`src/rtl/joystick_differential_drive_mixer_defines.svh`:
```
// Assertion helpers shared by the mixer RTL.
`ifndef JOYSTICK_DIFFERENTIAL_DRIVE_MIXER_DEFINES_SVH
`define JOYSTICK_DIFFERENTIAL_DRIVE_MIXER_DEFINES_SVH

// Consequent must hold in the same cycle as the antecedent.
`define JDDM_ASSERT_NOW(label, ck, rn, ante, cons, msg) \
	label: assert property (@(posedge ck) disable iff (!rn) (ante) |-> (cons)) \
		else $error(msg);

// Consequent must hold in the cycle after the antecedent.
`define JDDM_ASSERT_NEXT(label, ck, rn, ante, cons, msg) \
	label: assert property (@(posedge ck) disable iff (!rn) (ante) |=> (cons)) \
		else $error(msg);

`endif

```
`src/rtl/jddm_pkg.sv`:
```
package jddm_pkg;

	localparam int unsigned FRACTION_BITS_DEF = 15;
	localparam int unsigned RAW_FULL = 32767;
	localparam int unsigned PWM_MAX = 255;
	localparam int unsigned DEAD_BAND_MAX = 16384;

	localparam int unsigned CFG_INDEX_W = 3;
	localparam int unsigned CFG_DATA_W = 15;

	localparam logic [14:0] DEAD_BAND_RST = 15'd4915;
	localparam logic [14:0] TURN_GAIN_RST = 15'd22938;
	localparam logic [7:0] STEER_ID_RST = 8'd0;
	localparam logic [7:0] LEFT_TRIG_ID_RST = 8'd2;
	localparam logic [7:0] RIGHT_TRIG_ID_RST = 8'd5;

	typedef enum logic [CFG_INDEX_W-1:0] {
		REG_DEAD_BAND = 3'd0,
		REG_TURN_GAIN = 3'd1,
		REG_STEER_ID = 3'd2,
		REG_LEFT_TRIG_ID = 3'd3,
		REG_RIGHT_TRIG_ID = 3'd4
	} cfg_reg_t;

	// Operand width of the shared multiply-divide unit for a given fraction width.
	function automatic int unsigned op_width(input int unsigned fbits);
		return (fbits > 15) ? fbits : 15;
	endfunction

endpackage

```
`src/rtl/jddm_muldiv.sv`:
```
module jddm_muldiv #(
	parameter int unsigned WIDTH = 15
) (
	input  logic             clk,
	input  logic             arst_n,
	input  logic             start,
	input  logic [WIDTH-1:0] a,
	input  logic [WIDTH-1:0] b,
	input  logic [WIDTH-1:0] c,
	output logic             done,
	output logic [WIDTH-1:0] q
);
	`include "joystick_differential_drive_mixer_defines.svh"

	// Computes a * b / c, truncated, with one multiplier bit and then one
	// quotient bit per cycle. The quotient must fit in WIDTH bits.

	localparam int unsigned CW = $clog2(WIDTH);

	typedef enum logic [1:0] {
		MD_IDLE,
		MD_MUL,
		MD_DIV
	} md_state_t;

	md_state_t          phase_q;
	logic [2*WIDTH-1:0] acc_q;
	logic [WIDTH-1:0]   a_q;
	logic [WIDTH-1:0]   c_q;
	logic [CW-1:0]      cnt_q;
	logic               done_q;

	logic [WIDTH:0]     mul_sum;
	logic [WIDTH:0]     div_trial;
	logic [WIDTH:0]     div_diff;
	logic               div_ge;
	logic [WIDTH-1:0]   div_hi;

	always_comb begin
		mul_sum = {1'b0, acc_q[2*WIDTH-1:WIDTH]} + (acc_q[0] ? {1'b0, a_q} : '0);
		div_trial = {acc_q[2*WIDTH-1:WIDTH], acc_q[WIDTH-1]};
		div_diff = div_trial - {1'b0, c_q};
		div_ge = div_trial >= {1'b0, c_q};
		div_hi = div_ge ? div_diff[WIDTH-1:0] : div_trial[WIDTH-1:0];
	end

	always_ff @(posedge clk or negedge arst_n) begin
		if (!arst_n) begin
			phase_q <= MD_IDLE;
			acc_q <= '0;
			a_q <= '0;
			c_q <= '0;
			cnt_q <= '0;
			done_q <= 1'b0;
		end else begin
			done_q <= (phase_q == MD_DIV) && (cnt_q == CW'(WIDTH - 1));
			unique case (phase_q)
				MD_IDLE: begin
					if (start) begin
						acc_q <= {{WIDTH{1'b0}}, b};
						a_q <= a;
						c_q <= c;
						cnt_q <= '0;
						phase_q <= MD_MUL;
					end
				end
				MD_MUL: begin
					acc_q <= {mul_sum, acc_q[WIDTH-1:1]};
					if (cnt_q == CW'(WIDTH - 1)) begin
						cnt_q <= '0;
						phase_q <= MD_DIV;
					end else begin
						cnt_q <= cnt_q + 1'b1;
					end
				end
				MD_DIV: begin
					acc_q <= {div_hi, acc_q[WIDTH-2:0], div_ge};
					if (cnt_q == CW'(WIDTH - 1)) begin
						cnt_q <= '0;
						phase_q <= MD_IDLE;
					end else begin
						cnt_q <= cnt_q + 1'b1;
					end
				end
				default: phase_q <= MD_IDLE;
			endcase
		end
	end

	assign done = done_q;
	assign q = acc_q[WIDTH-1:0];

	`JDDM_ASSERT_NOW(a_md_start_idle, clk, arst_n, start, phase_q == MD_IDLE,
		"multiply-divide started while busy")
	`JDDM_ASSERT_NOW(a_md_done_after_div, clk, arst_n, done_q, $past(phase_q == MD_DIV),
		"done raised without a division pass")
	`JDDM_ASSERT_NOW(a_md_remainder, clk, arst_n, done_q, acc_q[2*WIDTH-1:WIDTH] < c_q,
		"final remainder not below the divisor")

endmodule

```
`src/rtl/joystick_differential_drive_mixer.sv`:
```
// Arcade drive mixer: each input word is an axis event or a stop request and
// yields one output word with two 8-bit PWM duties and H-bridge pin pairs.
// All multiplications and divisions run on one shared multiply-divide unit
// that handles one bit per cycle; its operand width W is the larger of
// FRACTION_BITS and 15. An axis event uses up to eight unit operations (raw
// rescale, dead band rescale, dead band division, gain rescale, steering
// product, inner wheel slowdown, two duties), and fewer when the axis is
// unknown, the level falls in the dead band or the steering is centered. A
// finished word waits in the output register while the next input word is
// already being taken. Configuration writes are accepted in every cycle.
module joystick_differential_drive_mixer #(
	parameter int unsigned FRACTION_BITS = jddm_pkg::FRACTION_BITS_DEF
) (
	input  logic                                clk,
	input  logic                                arst_n,
	input  logic                                cfg_valid,
	output logic                                cfg_ready,
	input  logic [jddm_pkg::CFG_INDEX_W-1:0]    cfg_index,
	input  logic [jddm_pkg::CFG_DATA_W-1:0]     cfg_data,
	input  logic                                in_valid,
	output logic                                in_ready,
	input  logic                                opcode,
	input  logic [7:0]                          axis_id,
	input  logic signed [15:0]                  axis_value,
	output logic                                out_valid,
	input  logic                                out_ready,
	output logic [7:0]                          left_duty,
	output logic                                left_pin_a,
	output logic                                left_pin_b,
	output logic [7:0]                          right_duty,
	output logic                                right_pin_a,
	output logic                                right_pin_b
);
	import jddm_pkg::*;
	`include "joystick_differential_drive_mixer_defines.svh"

	localparam int unsigned F = FRACTION_BITS;
	localparam int unsigned OW = op_width(FRACTION_BITS);
	localparam logic [OW-1:0] FULL_W = OW'((64'd1 << F) - 64'd1);
	localparam logic [OW-1:0] RAW_FULL_W = OW'(RAW_FULL);
	localparam logic [OW-1:0] PWM_MAX_W = OW'(PWM_MAX);
	localparam logic [14:0] DEAD_BAND_MAX_W = 15'(DEAD_BAND_MAX);

	typedef enum logic [3:0] {
		S_IDLE,
		S_XSCALE,
		S_DSCALE,
		S_DZONE,
		S_MIX,
		S_GSCALE,
		S_PROD,
		S_SLOW,
		S_LDUTY,
		S_RDUTY,
		S_OUT
	} state_t;

	typedef enum logic [1:0] {
		TGT_STEER,
		TGT_FWD,
		TGT_REV,
		TGT_NONE
	} target_t;

	logic [14:0] dead_band_q;
	logic [14:0] turn_gain_q;
	logic [7:0]  steer_id_q;
	logic [7:0]  left_trig_id_q;
	logic [7:0]  right_trig_id_q;

	state_t      state_q;
	logic        wait_q;
	target_t     tgt_q;
	logic        stop_q;
	logic        val_neg_q;
	logic [14:0] raw_mag_q;
	logic [OW-1:0] m_q;
	logic        m_neg_q;
	logic [OW-1:0] d_q;
	logic [OW-1:0] g_q;
	logic [OW-1:0] factor_q;
	logic [F-1:0] steer_mag_q;
	logic        steer_neg_q;
	logic [F-1:0] fwd_mag_q;
	logic [F-1:0] rev_mag_q;
	logic [F-1:0] lmag_q;
	logic [F-1:0] rmag_q;
	logic        l_neg_q;
	logic        r_neg_q;
	logic [7:0]  ldut_q;
	logic [7:0]  rdut_q;

	logic        out_valid_q;
	logic [7:0]  left_duty_q;
	logic        left_pin_a_q;
	logic        left_pin_b_q;
	logic [7:0]  right_duty_q;
	logic        right_pin_a_q;
	logic        right_pin_b_q;

	logic          md_start;
	logic          md_done;
	logic [OW-1:0] md_a;
	logic [OW-1:0] md_b;
	logic [OW-1:0] md_c;
	logic [OW-1:0] md_q;

	logic [15:0]   abs_raw;
	logic [14:0]   raw_mag;
	logic [OW:0]   trig_sum;
	logic [OW-1:0] trig_diff;
	logic [OW-1:0] trig_m;
	logic          m_lt_d;
	logic [OW-1:0] dz_r;
	logic          thr_neg;
	logic [F-1:0]  thr_mag;
	logic          unit_op;
	logic          out_free;
	target_t       tgt_new;

	always_ff @(posedge clk or negedge arst_n) begin
		if (!arst_n) begin
			dead_band_q <= DEAD_BAND_RST;
			turn_gain_q <= TURN_GAIN_RST;
			steer_id_q <= STEER_ID_RST;
			left_trig_id_q <= LEFT_TRIG_ID_RST;
			right_trig_id_q <= RIGHT_TRIG_ID_RST;
		end else if (cfg_valid) begin
			unique case (cfg_index)
				REG_DEAD_BAND: begin
					dead_band_q <= (cfg_data > DEAD_BAND_MAX_W) ? DEAD_BAND_MAX_W : cfg_data;
				end
				REG_TURN_GAIN: turn_gain_q <= cfg_data;
				REG_STEER_ID: steer_id_q <= cfg_data[7:0];
				REG_LEFT_TRIG_ID: left_trig_id_q <= cfg_data[7:0];
				REG_RIGHT_TRIG_ID: right_trig_id_q <= cfg_data[7:0];
				default: ;
			endcase
		end
	end

	always_comb begin
		abs_raw = axis_value[15] ? 16'(-axis_value) : axis_value;
		raw_mag = abs_raw[15] ? 15'h7FFF : abs_raw[14:0];
		if (axis_id == steer_id_q) begin
			tgt_new = TGT_STEER;
		end else if (axis_id == right_trig_id_q) begin
			tgt_new = TGT_FWD;
		end else if (axis_id == left_trig_id_q) begin
			tgt_new = TGT_REV;
		end else begin
			tgt_new = TGT_NONE;
		end
		trig_sum = {1'b0, FULL_W} + {1'b0, md_q};
		trig_diff = FULL_W - md_q;
		trig_m = val_neg_q ? {1'b0, trig_diff[OW-1:1]} : trig_sum[OW:1];
		m_lt_d = m_q < d_q;
		dz_r = (md_q > FULL_W) ? FULL_W : md_q;
		thr_neg = rev_mag_q > fwd_mag_q;
		thr_mag = thr_neg ? (rev_mag_q - fwd_mag_q) : (fwd_mag_q - rev_mag_q);
		out_free = !out_valid_q || out_ready;
	end

	always_comb begin
		md_a = '0;
		md_b = FULL_W;
		md_c = FULL_W;
		unit_op = 1'b1;
		unique case (state_q)
			S_XSCALE: begin
				md_a = OW'(raw_mag_q);
				md_c = RAW_FULL_W;
			end
			S_DSCALE: begin
				md_a = OW'(dead_band_q);
				md_c = RAW_FULL_W;
			end
			S_DZONE: begin
				md_a = m_q - d_q;
				md_c = FULL_W - d_q;
				unit_op = !m_lt_d;
			end
			S_GSCALE: begin
				md_a = OW'(turn_gain_q);
				md_c = RAW_FULL_W;
			end
			S_PROD: begin
				md_a = OW'(steer_mag_q);
				md_b = g_q;
			end
			S_SLOW: begin
				md_a = OW'(lmag_q);
				md_b = factor_q;
			end
			S_LDUTY: begin
				md_a = OW'(lmag_q);
				md_b = PWM_MAX_W;
			end
			S_RDUTY: begin
				md_a = OW'(rmag_q);
				md_b = PWM_MAX_W;
			end
			default: unit_op = 1'b0;
		endcase
		md_start = unit_op && !wait_q;
	end

	jddm_muldiv #(
		.WIDTH(OW)
	) u_muldiv (
		.clk    (clk),
		.arst_n (arst_n),
		.start  (md_start),
		.a      (md_a),
		.b      (md_b),
		.c      (md_c),
		.done   (md_done),
		.q      (md_q)
	);

	always_ff @(posedge clk or negedge arst_n) begin
		if (!arst_n) begin
			state_q <= S_IDLE;
			wait_q <= 1'b0;
			tgt_q <= TGT_NONE;
			stop_q <= 1'b0;
			val_neg_q <= 1'b0;
			raw_mag_q <= '0;
			m_q <= '0;
			m_neg_q <= 1'b0;
			d_q <= '0;
			g_q <= '0;
			factor_q <= '0;
			steer_mag_q <= '0;
			steer_neg_q <= 1'b0;
			fwd_mag_q <= '0;
			rev_mag_q <= '0;
			lmag_q <= '0;
			rmag_q <= '0;
			l_neg_q <= 1'b0;
			r_neg_q <= 1'b0;
			ldut_q <= '0;
			rdut_q <= '0;
			out_valid_q <= 1'b0;
			left_duty_q <= '0;
			left_pin_a_q <= 1'b0;
			left_pin_b_q <= 1'b0;
			right_duty_q <= '0;
			right_pin_a_q <= 1'b0;
			right_pin_b_q <= 1'b0;
		end else begin
			if (state_q == S_OUT && out_free) begin
				out_valid_q <= 1'b1;
			end else if (out_ready) begin
				out_valid_q <= 1'b0;
			end
			if (md_start) begin
				wait_q <= 1'b1;
			end else if (md_done) begin
				wait_q <= 1'b0;
			end
			unique case (state_q)
				S_IDLE: begin
					if (in_valid) begin
						stop_q <= opcode;
						val_neg_q <= axis_value[15];
						raw_mag_q <= raw_mag;
						tgt_q <= tgt_new;
						if (opcode) begin
							state_q <= S_OUT;
						end else if (tgt_new == TGT_NONE) begin
							state_q <= S_MIX;
						end else begin
							state_q <= S_XSCALE;
						end
					end
				end
				S_XSCALE: begin
					if (md_done) begin
						if (tgt_q == TGT_STEER) begin
							m_q <= md_q;
							m_neg_q <= val_neg_q;
						end else begin
							m_q <= trig_m;
							m_neg_q <= 1'b0;
						end
						state_q <= S_DSCALE;
					end
				end
				S_DSCALE: begin
					if (md_done) begin
						d_q <= md_q;
						state_q <= S_DZONE;
					end
				end
				S_DZONE: begin
					if (!wait_q && m_lt_d) begin
						unique case (tgt_q)
							TGT_STEER: begin
								steer_mag_q <= '0;
								steer_neg_q <= 1'b0;
							end
							TGT_FWD: fwd_mag_q <= '0;
							TGT_REV: rev_mag_q <= '0;
							default: ;
						endcase
						state_q <= S_MIX;
					end else if (md_done) begin
						unique case (tgt_q)
							TGT_STEER: begin
								steer_mag_q <= dz_r[F-1:0];
								steer_neg_q <= m_neg_q;
							end
							TGT_FWD: fwd_mag_q <= dz_r[F-1:0];
							TGT_REV: rev_mag_q <= dz_r[F-1:0];
							default: ;
						endcase
						state_q <= S_MIX;
					end
				end
				S_MIX: begin
					lmag_q <= thr_mag;
					rmag_q <= thr_mag;
					l_neg_q <= thr_neg;
					r_neg_q <= thr_neg;
					state_q <= (steer_mag_q == '0) ? S_LDUTY : S_GSCALE;
				end
				S_GSCALE: begin
					if (md_done) begin
						g_q <= md_q;
						state_q <= S_PROD;
					end
				end
				S_PROD: begin
					if (md_done) begin
						factor_q <= FULL_W - md_q;
						state_q <= S_SLOW;
					end
				end
				S_SLOW: begin
					if (md_done) begin
						if (steer_neg_q) begin
							lmag_q <= md_q[F-1:0];
							l_neg_q <= l_neg_q && (md_q != '0);
						end else begin
							rmag_q <= md_q[F-1:0];
							r_neg_q <= r_neg_q && (md_q != '0);
						end
						state_q <= S_LDUTY;
					end
				end
				S_LDUTY: begin
					if (md_done) begin
						ldut_q <= md_q[7:0];
						state_q <= S_RDUTY;
					end
				end
				S_RDUTY: begin
					if (md_done) begin
						rdut_q <= md_q[7:0];
						state_q <= S_OUT;
					end
				end
				S_OUT: begin
					if (out_free) begin
						left_duty_q <= stop_q ? 8'd0 : ldut_q;
						left_pin_a_q <= !stop_q && !l_neg_q;
						left_pin_b_q <= !stop_q && l_neg_q;
						right_duty_q <= stop_q ? 8'd0 : rdut_q;
						right_pin_a_q <= !stop_q && !r_neg_q;
						right_pin_b_q <= !stop_q && r_neg_q;
						state_q <= S_IDLE;
					end
				end
				default: state_q <= S_IDLE;
			endcase
		end
	end

	assign cfg_ready = 1'b1;
	assign in_ready = (state_q == S_IDLE);
	assign out_valid = out_valid_q;
	assign left_duty = left_duty_q;
	assign left_pin_a = left_pin_a_q;
	assign left_pin_b = left_pin_b_q;
	assign right_duty = right_duty_q;
	assign right_pin_a = right_pin_a_q;
	assign right_pin_b = right_pin_b_q;

	`JDDM_ASSERT_NEXT(a_out_load, clk, arst_n, state_q == S_OUT && out_free,
		out_valid && state_q == S_IDLE, "finished word not loaded into output register")
	`JDDM_ASSERT_NOW(a_pins_exclusive, clk, arst_n, out_valid,
		!(left_pin_a && left_pin_b) && !(right_pin_a && right_pin_b),
		"bridge pins driven high together")
	`JDDM_ASSERT_NOW(a_dead_band_sat, clk, arst_n, 1'b1, dead_band_q <= DEAD_BAND_MAX_W,
		"dead band register above its limit")

endmodule
```
`config.mk`:
```
export PLATFORM = sky130hd
export DESIGN_NAME = joystick_differential_drive_mixer
export DESIGN_NICKNAME = d
export VERILOG_FILES = /design/src/rtl/jddm_pkg.sv /design/src/rtl/jddm_muldiv.sv /design/src/rtl/joystick_differential_drive_mixer.sv
export VERILOG_INCLUDE_DIRS = /design/src /design/src/rtl
export SDC_FILE = /design/constraint.sdc
export NUM_CORES = 1
export LEC_CHECK = 0
export ABC_AREA = 0
export BUFFER_PORTS_ARGS = -buffer_cell sky130_fd_sc_hd__buf_2
export CAP_MARGIN = 20
export CORE_AREA = 2 2 188 190
export CTS_CLUSTER_SIZE = 14
export DETAILED_ROUTE_END_ITERATION = 10
export DIE_AREA = 0 0 190 192
export PLACE_DENSITY = 0.77
export SKIP_CTS_REPAIR_TIMING = 1
export SYNTH_ARGS = -nofsm -noshare
export SYNTH_HDL_FRONTEND = slang
export SYNTH_SLANG_ARGS = --single-unit
```
`constraint.sdc`:
```
create_clock -name clk -period 2.9 [get_ports clk]
set_input_delay 0.435 -clock clk [delete_from_list [all_inputs] [get_ports clk]]
set_output_delay 0.435 -clock clk [all_outputs]
set_load 0.05 [all_outputs]
```
Word-level counts from Yosys, hierarchy flattened
Index checks and enable logic that the tools add are counted.

word-level totals
  bits in registers = 321

operators by class
  equality and inequality tests = 40
  magnitude comparators = 5
  add/subtract/negate cells = 10
  muxes and demuxes = 75
  reduce and logical (&&, ||, !) cells = 56

operators by type and width
  kind                    count
  $mux 15                 25
  $pmux 15 s7             1
  $pmux 30 s3             1
  $mux 4                  15
  $pmux 15 s2             2
  $sub 15x15->15          4
  $pmux 15 s3             1
  $pmux 4 s11             1
  $reduce_and 2->1        16
  $gt 15x15->1 const B    2
  $mux 30                 1
  $sub 15x15->15 const A  2
  $eq 8x8->1              3
  $add 15x15->16          1
  $add 15x15->16 const A  1
  $eq 4x3->1 const B      4
  $eq 4x4->1 const B      4
  $ge 16x15->1            1
  $mux 16                 1
  $mux 8                  2
  $ne 2x1->1 const B      8
  $ne 2x2->1 const B      8
  $neg 16->16             1
  $gt 15x15->1            1
  31 further kinds        80

Depth between registers and ports, before layout
  word-level depth = 9
  gate-level depth with buffers = 15

Cells and area by module
Synthesis repeated with hierarchy kept, for this count alone.

unflattened totals
  cell total of the unflattened synthesis = 2017
  area, all modules = 18940.7 um2

modules (own cells, without submodules)
  module                             area an instance (um2)  cells an instance  instances
  joystick_differential_drive_mixer  14203.6                 1492               1
  jddm_muldiv                        4737.0                  525                1

Worst setup path before layout
Ideal clock, no wire load.

  path type = reg-to-reg
  start point = register state_q[0]
  end point = register raw_mag_q[10]
  period minus slack after synthesis = 3625 ps
  path buffers = 2
  setup time = 137 ps
  setup slack = -725 ps
  arrival time = 3488 ps
  data required time = 2763 ps
  cell stages (with the launch flop) = 7
  path through = dfrtp_1 -> clkbuf_1 -> nor4_1 -> nand2_1 -> a31oi_1 -> clkbuf_1 -> a21oi_1

on the way
  longest elaborated chain between the ends = 2

RTL lines
  what                        RTL line                                  RTL
  start, declared             joystick_differential_drive_mixer.sv:71   state_t state_q;
  start signal, assigned      joystick_differential_drive_mixer.sv:326  state_q <= (steer_mag_q == '0) ? S_LDUTY : S_GSCALE;
  $logic_not 4->1             -
  named net in_ready          joystick_differential_drive_mixer.sv:21   output logic in_ready,
  $reduce_and 2->1 (no line)  -
  end signal, assigned        joystick_differential_drive_mixer.sv:267  raw_mag_q <= raw_mag;
  end, declared               joystick_differential_drive_mixer.sv:76   logic [14:0] raw_mag_q;

The timed path passes the listed nets, and every way through them passes these cells.
A chain may end at the register's enable or synchronous reset.

Final worst setup path
  start point = register u_muldiv.acc_q[0]
  end point = register u_muldiv.acc_q[28]

on the way
  longest elaborated chain between the ends = 3

RTL lines
  what                    RTL line           RTL
  start, declared         jddm_muldiv.sv:27  logic [2*WIDTH-1:0] acc_q;
  start signal, assigned  jddm_muldiv.sv:60  acc_q <= {{WIDTH{1'b0}}, b};
  start signal, assigned  jddm_muldiv.sv:68  acc_q <= {mul_sum, acc_q[WIDTH-1:1]};
  start signal, assigned  jddm_muldiv.sv:77  acc_q <= {div_hi, acc_q[WIDTH-2:0], div_ge};
  $mux 15                 jddm_muldiv.sv:40  mul_sum = {1'b0, acc_q[2*WIDTH-1:WIDTH]} + (acc_q[0] ? {1'b0, a_q} : '0);
  $add 15x15->16          jddm_muldiv.sv:40
  $pmux 30 s3             jddm_muldiv.sv:57  unique case (phase_q)

Every way passes these cells.

==> metrics.md <==
| Metric | Value |
|---|---|
| Status | finished, final reports clean |
| Avg Inst Size Synth | roughly 9.4 sq um |
| Pleak | 9.779 nW |
| GR Util met1 | 0.3900 |
| # diodes | 0 |
| GR Overflow Total | 0 |
| Clock sink total | 321 |
| Rel. slew slack | 0.2391 |
| GRT met2 Usage | 0.4893 |
| Share of the synthesized area in the top cell type | 0.4032 |
| Crit share post-route | 0.9746 |
| Cell Rows | 68 |
| #FFs+latches synth | 321 |
| Core area | 34290 sq um |
| M3 GR Usage | 0.05573 |
| EDFF count, synth | 0 |
| Synthesized area | 18680 sq um |
| Syn_nets | 2129 |
| First-pass GRT wire length | 86.26 mm |
| Final ANT Viol Nets | 0 |
| Final Critical Period | 2.826 ns |
| Worst-margin pin slew | 1.131 ns |
| DRC | 0 |
| Die H | around 190 um |
| Flop pwr share | 0.398 |
| Clock Pin Slew Worst Setup and Hold Paths | 0.06 ns |
| Gate power share | 0.252 |
| Net switching power figure | 4.124 mW |
| TritonCTS clock tree | yes |
| Ys flop type | dfrtp_1 |
| CTS H-Tree Depth | 2 |
| Top post-synthesis cells by area | dfrtp_1 40%, ha_1 5.5%, mux2_2 5.2%, nand2_1 4.9%, o21ai_0 4.0% |
| Final setup viols | 0 |
| Top-count cell post-synth | dfrtp_1 |
| Gpl congestion | ~0.99 |
| Total power | 13.14 mW |
| Multi-input logic area | around 9900 sq um |
| Filler cell count in the final layout | around 2800 |
| Post-layout util | 0.6299 |
| Startpoint types | flip-flop |
| DP HPWL | 40.07 mm |
| Area leader, netlist | dfrtp_1 |
| Pint | between 9 and 10 mW |
| Clock root cell | clkbuf_16 |
| Grt peak-use layer | met2 |
| TritonRoute pass-1 iters | 8 |
| Ports | 71 |
| DP Worst Slack | -0.05784 ns |
| Area after DPL | 20070 sq um |
| Synth cell count leaders | 301 x dfrtp_1, 245 x nand2_1, 153 x nor2_1 |
| Pwr/cell area | 608.3 nW/um^2 |
| WP data arrival | 3.23 ns |
| Initial Util | 0.5448 |
| Port bufs | 69 |
| Sw Ratio | 0.3139 |
| Clock group share of total power | 0.350 |
| Highest clock rate | between 300 and 400 MHz |
| Num CTS Buffers | 36 |
| Worst-path cell chain | buf_4 > and2_1 > ha_1 > o21ai_0 > a21oi_2 > o41ai_2 > o21ai_1 > o41ai_2 > o21ai_0 > xor2_1 > a22oi_2 > o21ai_1 |
| Largest net degree at the start of global routing | 72 |
| Slowest cell delay on critical path | 0.42 ns |
| Required time of the critical path | 3.30 ns |
| Number of distinct library cells after synthesis | 98 |
| Synth warn | 0 |
| Tot GR Track Use | 0.3016 |
| Max_cap viols | 0 |
| Sequential area share after synthesis | 0.4313 |
| Crit path max fanout | 5 |
| Total number of vias | 16150 |
| Nets@finish | 2252 |
| Unrepaired setup endpoints after global routing | yes |
| Final hold vios | 0 |
| Wirelength per Cell | 21.19 um |
| Final wirelength | 55.07 mm |
| Sequential Area | 8059 sq um |
| Vias in the first global route | 15740 |
| Post-Syn Instances | 1994 |
| Fin. max-slew vios | 0 |
| Crit path kind | reg -> reg |
| Die area | 36480 sq um |
| Share of cells above drive strength 1 | 0.2038 |
| Final worst slack | 0.07361 ns |
| Post-route cell area | around 22000 sq um |
| Initial antenna violation count | 0 |
| Max Root-Sink Buffers | 3 |
| Max IR drop VDD | 507.7 uV |
| Die Wd | about 190 um |
| Clock Skews | 0.02980 ns |
| Area Overhead vs Synth | 15.62% |
| Drt initial violations | about 1500 |
| CP endpoint kind | flip-flop |
| Vias per cell | just over 6 |
| Clock network latency to the later pin of the worst-skew pair | roughly 0.54 ns |
| HP Class | in -> reg |
| Critical-path top delay cell | dfrtp_1 |
| Ys async rst share | 1.000 |
==> critical path: cells and delay by family (launching register included) <==
family | cells | cell delay [ns]
flops | 1 | 0.42
compound gates | 8 | 1.49
buf+inv | 1 | 0.16
fa+ha+maj | 1 | 0.31
simple gates | 1 | 0.14
xor+xnor | 1 | 0.17
==> per-stage QoR <==
step	TNS (ns)	hold slack (ns)	std cells
5_1_grt	-0.1938	0.1608	2599
6_report	0	0.1497	2599
3_5_place_dp	-0.06137	0.4303	2515
2_1_floorplan	0	0.1394	1994
3_3_place_gp	0	0.4310	2515
4_1_cts	-0.1441	-0.1218	2580
==> layer usage <==
metal  wire length [um]  share of wire
met1              22320           0.41
met5                  0              0
met3               4328          0.079
met2              25460           0.46
met4               2967          0.054
==> path summary, 6_finish.rpt <==
path	startpoint	slack (ns)	depth (start not counted)	to
setup / recovery	u_muldiv.acc_q[0]$_DFFE_PN0P_	0.07	12	u_muldiv.acc_q[28]$_DFFE_PN0P_
hold / removal	cfg_data[13]	0.15	2	dead_band_q[13]$_DFFE_PN0P_
setup reg to reg	u_muldiv.acc_q[0]$_DFFE_PN0P_	0.07	12	u_muldiv.acc_q[28]$_DFFE_PN0P_
hold reg to reg	left_duty[5]$_DFFE_PN0P_	0.47	2	left_duty[5]$_DFFE_PN0P_
max in group asynchronous	arst_n	1.64	3	turn_gain_q[7]$_DFFE_PN1P_
min in group asynchronous	arst_n	0.45	2	steer_id_q[2]$_DFFE_PN0P_
==> sequential cells by signal (all words and copies together) (netlist names), 4 cells and up <==
signal / cells
left_duty: 8
lmag_q: 15
right_trig_id_q: 8
rmag_q: 15
m_q: 15
u_muldiv.c_q: 15
state_q: 4
factor_q: 15
u_muldiv.acc_q: 30
raw_mag_q: 15
u_muldiv.a_q: 15
dead_band_q: 15
left_trig_id_q: 8
rdut_q: 8
steer_id_q: 8
turn_gain_q: 15
d_q: 15
u_muldiv.cnt_q: 4
g_q: 15
right_duty: 8
ldut_q: 8
rev_mag_q: 15
fwd_mag_q: 15
steer_mag_q: 15
==> kinds of logic after synthesis <==
logic type,after synthesis,synth area share
muxes,108,0.06430
AOI/OAI and AO/OA,573,0.2064
and+or+nand+nor,617,0.1537
adders and majority gates,87,0.06028
DFF,321,0.4313
buffers and inverters,207,0.04622
other,1,0.0002007
xor gates and xnor gates,80,0.03751
==> power groups by stage <==
stage | combinational [mW] | sequential, mW | clock, mW
after floorplan | 2.09 | 5.21 | 0
after global placement | 3.06 | 5.28 | 0
after detailed placement | 3.14 | 5.29 | 0
after CTS | 3.16 | 5.21 | 4.66
after global routing | 3.55 | 5.27 | 4.84
final | 3.31 | 5.23 | 4.60
==> layout by cell type, fill, tap and decap left out, types with 18 or more instances in the layout <==
master     synthesis  final
a21oi_1           95     91
a222oi_1          27     27
xnor2_1           49     49
nand3_1           25     25
mux2_2            86     86
ha_1              82     77
dfrtp_1          301    300
nand2b_1          40     40
buf_4              3    120
clkbuf_16          0     39
nor2_1           153    152
buf_2             18     69
nor3_1            41     40
nand2_1          245    244
dfstp_2           20     20
a22oi_1           28     28
a31oi_1           32     31
a211oi_1          22     19
xor2_1            31     31
inv_1             88     86
a21o_1            37     37
o21ai_0          148    145
a22o_1            18     18
o21ai_1           38     41
==> layout make-up <==
cell class / instances / area share
clock inverter: 11 / 0.006662
inverter: 88 / 0.01529
tap: 455 / 0.02636
timing repair buffer: 203 / 0.06963
multi-input combinational: 1467 / 0.4599
clock buffer: 54 / 0.04907
sequential: 321 / 0.3731
No activity file was read; power rests on OpenSTA's default activity.
